**config.mk**
```make
export PLATFORM = sky130hd
export DESIGN_NAME = kct_cell
export DESIGN_NICKNAME = d
export VERILOG_FILES = /design/src/design/kct_pkg.sv /design/src/design/kct_cell.sv
export SDC_FILE = /design/constraint.sdc
export NUM_CORES = 1
export LEC_CHECK = 0
export ABC_CLOCK_PERIOD_IN_PS = 3300
export BUFFER_PORTS_ARGS = -buffer_cell sky130_fd_sc_hd__buf_2
export CAP_MARGIN = 20
export CORE_MARGIN = 5
export CORE_UTILIZATION = 35
export CTS_CLUSTER_SIZE = 25
export DETAILED_ROUTE_END_ITERATION = 8
export REMOVE_ABC_BUFFERS = 1
export SYNTH_ARGS = -nofsm -noshare
export SYNTH_HDL_FRONTEND = slang
export SYNTH_SLANG_ARGS = --single-unit
```
**constraint.sdc**
```tcl
create_clock -name clk -period 3.3 [get_ports clk]
set_input_delay 0.66 -clock clk [delete_from_list [all_inputs] [get_ports clk]]
set_output_delay 0.66 -clock clk [all_outputs]
set_load 0.01 [all_outputs]
```
**src/design/kct_pkg.sv**
```systemverilog
// Shared types and codes for the keyed count table.
// Holds the beat structs, command and status codes and the cell control struct.
// No dependencies.
`timescale 1ns / 1ps
`default_nettype none

package kct_pkg;

  localparam int INDEX_W = 6;

  typedef enum logic [2:0] {
    CMD_ADD    = 3'd0,
    CMD_TAKE   = 3'd1,
    CMD_REMOVE = 3'd2,
    CMD_SORT   = 3'd3,
    CMD_READ   = 3'd4
  } cmd_e;

  typedef enum logic [2:0] {
    STAT_OK        = 3'd0,
    STAT_NOT_FOUND = 3'd1,
    STAT_ZERO      = 3'd2,
    STAT_FULL      = 3'd3,
    STAT_SAT       = 3'd4,
    STAT_BAD_INDEX = 3'd5
  } status_e;

  // Operation broadcast to every cell of the chain.
  typedef enum logic [2:0] {
    OP_HOLD,
    OP_LOOK,
    OP_UPDATE,
    OP_APPEND,
    OP_REMOVE,
    OP_SORT
  } cell_op_e;

  typedef struct packed {
    cell_op_e op;
    logic     by_index;
    logic     take;
    logic     odd;
  } cell_ctrl_t;

  typedef struct packed {
    logic [2:0]         command;
    logic [15:0]        item_key;
    logic [INDEX_W-1:0] entry_index;
  } in_item_t;

  typedef struct packed {
    logic [2:0]  status;
    logic        found;
    logic [15:0] out_key;
    logic [15:0] out_quantity;
    logic [6:0]  entries_in_use;
  } out_item_t;

endpackage

`default_nettype wire

```
**src/design/kct_cell.sv**
```systemverilog
// One entry of the keyed count table chain: key, count and a match flag.
// Depends on kct_pkg for the cell control struct, the cell operations and INDEX_W.
`timescale 1ns / 1ps
`default_nettype none

module kct_cell import kct_pkg::*; #(
  parameter int TABLE_DEPTH = 64,
  parameter int KEY_WIDTH   = 16,
  parameter int COUNT_WIDTH = 16,
  parameter int CELL_IDX    = 0,
  localparam int CW = $clog2(TABLE_DEPTH + 1),
  localparam int PW = $clog2(TABLE_DEPTH)
) (
  input  wire logic                   clk,
  input  wire logic                   rst_n,
  input  wire cell_ctrl_t             ctrl,
  input  wire logic [KEY_WIDTH-1:0]   cmp_key,
  input  wire logic [INDEX_W-1:0]     rd_index,
  input  wire logic [CW-1:0]          used,
  input  wire logic [PW-1:0]          pos,
  input  wire logic [KEY_WIDTH-1:0]   left_key,
  input  wire logic [COUNT_WIDTH-1:0] left_count,
  input  wire logic                   left_swap,
  input  wire logic [KEY_WIDTH-1:0]   right_key,
  input  wire logic [COUNT_WIDTH-1:0] right_count,
  output logic [KEY_WIDTH-1:0]        key,
  output logic [COUNT_WIDTH-1:0]      count,
  output logic                        swap,
  output logic                        hit
);

  localparam logic [COUNT_WIDTH-1:0] COUNT_MAX = '1;
  localparam logic IDX_ODD = 1'(CELL_IDX % 2);

  logic [KEY_WIDTH-1:0]   key_r, key_nxt;
  logic [COUNT_WIDTH-1:0] count_r, count_nxt;
  logic                   hit_r, hit_nxt;
  logic                   valid;
  logic                   pair_live;

  assign valid     = CW'(CELL_IDX) < used;
  // This cell is the left half of a live compare pair in the current phase.
  assign pair_live = (IDX_ODD == ctrl.odd) && (CW'(CELL_IDX + 1) < used);
  assign swap      = (ctrl.op == OP_SORT) && pair_live && (key_r > right_key);

  always_comb begin
    key_nxt   = key_r;
    count_nxt = count_r;
    hit_nxt   = hit_r;
    case (ctrl.op)
      OP_LOOK: begin
        if (ctrl.by_index) begin
          hit_nxt = valid && (32'(CELL_IDX) == 32'(rd_index));
        end else begin
          hit_nxt = valid && (key_r == cmp_key);
        end
      end
      OP_UPDATE: begin
        if (hit_r) begin
          if (ctrl.take) begin
            count_nxt = (count_r == '0) ? count_r : count_r - COUNT_WIDTH'(1);
          end else begin
            count_nxt = (count_r == COUNT_MAX) ? count_r : count_r + COUNT_WIDTH'(1);
          end
        end
      end
      OP_APPEND: begin
        if (CW'(CELL_IDX) == used) begin
          key_nxt   = cmp_key;
          count_nxt = COUNT_WIDTH'(1);
        end
      end
      OP_REMOVE: begin
        if (PW'(CELL_IDX) >= pos) begin
          key_nxt   = right_key;
          count_nxt = right_count;
        end
      end
      OP_SORT: begin
        if (swap) begin
          key_nxt   = right_key;
          count_nxt = right_count;
        end else if (left_swap) begin
          key_nxt   = left_key;
          count_nxt = left_count;
        end
      end
      default: begin
      end
    endcase
  end

  always_ff @(posedge clk) begin
    if (!rst_n) begin
      hit_r <= 1'b0;
    end else begin
      hit_r <= hit_nxt;
    end
  end

  always_ff @(posedge clk) begin
    key_r   <= key_nxt;
    count_r <= count_nxt;
  end

  assign key   = key_r;
  assign count = count_r;
  assign hit   = hit_r;

endmodule

`default_nettype wire

```
==> results.ini <==
[run_status]
status=completed

[route]
routedWlPerCell_um=17.60
wirelength_um=12110
drc=0
ant_nets=0
drt_iter0_drc=177
vias=3919
viasPerCell=5.696
firstDrtPassIters=4

[clock_network]
cts_hold_buffers=0
clock_path_buffers=2
cts_tree=yes
clk_latency_ns=0.29
path_clk_slew_ns=0.07
cts_resized=0
cts_buffers=5
clock-sinks=33
post-cts-setup-buffers=0
clock-root-buffer=clkbuf_8
h-tree-depth=2

[die]
initial_core_util_pct=36.05
ios=142
die_w_um=110.3
rows=36
die_h_um=110.3
die-area_um2=12170
coreArea_um2=9774

[final_layout]
num-fill-cells=983
multi_input_area_um2=2380
seq_area_um2=980.9
post-route-util_pct=46.44
syn2layout_area_growth_pct=28.84
drive_gt1_share_pct=32.07
nNetsFinal=693
diodes=0

[setup_path]
crit_arrival_ns=2.39
cpMostUsedCell=buf_2
critPathRequiredTime_ns=2.64
crit_type=in2out
end_kind=primary output
start_kind=input pin
crit_chain=buf_2, inv_1, ha_1, nand4_1, nor3_2, o21ai_1, and3_1, nor2_2, buf_4, buf_2
crit_fanout=3
slowest_stage=nor3_2
critPathMaxStageDelay_ns=0.38

[synth]
async_flop_share_pct=0
yosys-top-cells-count=nor2_1 (52), edfxtp_1 (32), a21oi_1 (31)
yosys-top-cells-area=edfxtp_1 (27%), ha_1 (11%), nor2_1 (5.5%)
synthCells=410
synth.distinct_cells=54
syn-cell-area_um2=3523
synth_top_area_share_pct=27.27
synth_most_common_cell=nor2_1
synth_edf_count=32
ys_ff_latch=33
ys.warnings.count=0
synth_top_area_cell=edfxtp_1
synth_ff_type=edfxtp_1
seq_area_frac_synth_pct=27.84
syn_area_per_cell_um2=8.594

[timing]
slew_viol_final=0
fin_hold_ws_ns=0.5123
setup_viol=0
worst_pin_slew_ns=0.7551
finClkSkew_ns=0.009858
period_needed_ns=3.052
rsz0062_at_grt=false
hold_viol_final=0
fmax_ghz=0.3276
maxSlewHeadroom_pct=49.66
fin_ws_ns=0.2475
fin_crit_sh_pct=92.50

[pwr]
p_sw_share_pct=33.35
p_leak_nw=1.973
peakVddDrop_v=0.0001699
p_total_mw=1.302
switchingPower_mw=0.4343
internal_power_mw=0.8680
clkPwrFrac_pct=25.2
p_seq_share_pct=39.2
powerDensity_nw_per_um2=286.9
comb_power_share_pct=35.6

[global_route]
grt_antenna_before_repair=0
grt_pass1_wl_um=19040
grt_max_degree=36
grt_usage_pct=19.83
grt_pass1_vias=4085
overflow=0

[place]
pre_cts_ws_ns=-0.008282
io_buffers=141
dp_hpwl_um=9650
place.gp.congestion=0.8657

[min_path]
min_path_type=reg2reg

[run]
cap_violations=0

routing by layer:
| layer | vias to the layer above | global-route usage, % | routed length (um) | part of all wire, % |
|---|---|---|---|---|
| li1 | 1864 | - | - | - |
| met1 | 1857 | 22.97 | 4873 | 40 |
| met2 | 168 | 34.49 | 5759 | 48 |
| met3 | 30 | 5.242 | 1086 | 9.0 |
| met4 | 0 | 8.355 | 389 | 3.2 |
| met5 | - | 0 | 0 | 0 |
cell usage in the layout, fill, tap and decap left out, drive strengths merged, types with 18 or more instances in the layout:
cell type,netlist,layout
nor2,53,53
edfxtp,32,32
buf,6,156
xor2,22,22
a21oi,31,31
ha,30,30
o21ai,18,18
nor3,20,20
a211oi,18,18
inv,21,21
per-stage QoR:
| step | instance area [um^2] | cells | TNS (ns) |
|---|---|---|---|
| floorplan | 3440 | 391 | -12.82 |
| global placement | 4449 | 680 | 0 |
| detailed placement | 4449 | 680 | -0.1174 |
| CTS | 4539 | 688 | 0 |
| global route | 4539 | 688 | 0 |
| finish | 4539 | 688 | 0 |
path summary, 6_finish.rpt:
path                startpoint             endpoint  slack (ns)  depth (start not counted)
max              right_key[14]                 swap        0.25                         10
min           hit$_SDFFE_PN0N_     hit$_SDFFE_PN0N_        0.51                          2
max reg2reg  key[14]$_DFFE_PP_  count[11]$_DFFE_PP_        0.34                          8
min reg2reg   hit$_SDFFE_PN0N_     hit$_SDFFE_PN0N_        0.51                          2
cell families (layout without fill, tap and decap cells):
| family | Yosys count | after routing | synth area share (%) |
|---|---|---|---|
| DFF | 33 | 33 | 27.84 |
| and+or+nand+nor | 141 | 141 | 19.92 |
| AOI/OAI and AO/OA | 130 | 130 | 27.49 |
| buffers and inverters | 40 | 185 | 4.617 |
| muxes | 5 | 5 | 1.456 |
| adders and majority gates | 31 | 31 | 11.22 |
| xor gates and xnor gates | 30 | 30 | 7.457 |
power groups by stage:
stage | sequential, mW | clock [mW] | combinational [mW]
3_5_place_dp | 0.519 | 0 | 0.463
3_3_place_gp | 0.519 | 0 | 0.449
2_1_floorplan | 0.520 | 0 | 0.264
4_1_cts | 0.510 | 0.339 | 0.464
6_report | 0.510 | 0.328 | 0.464
5_1_grt | 0.512 | 0.356 | 0.520
worst max-delay path: cells and delay by family:
kind / cells / cell delay, ns
and+or+nand+nor: 4 / 0.87
AOI/OAI and AO/OA: 1 / 0.15
buffers and inverters: 4 / 0.40
adders and majority gates: 1 / 0.31
final cells by class:
| cell class | instances | share of cell area, % |
|---|---|---|
| clock buffers | 8 | 1.985 |
| inverters | 21 | 1.736 |
| multi-input cells | 337 | 52.43 |
| flip-flops and latches | 33 | 21.61 |
| well taps | 133 | 3.666 |
| repair buffers | 156 | 18.58 |
registers in the layout, indices dropped and copies added (netlist names):
name,flops
key,16
count,16
hit,1
Power figures use the tool's default switching activity.
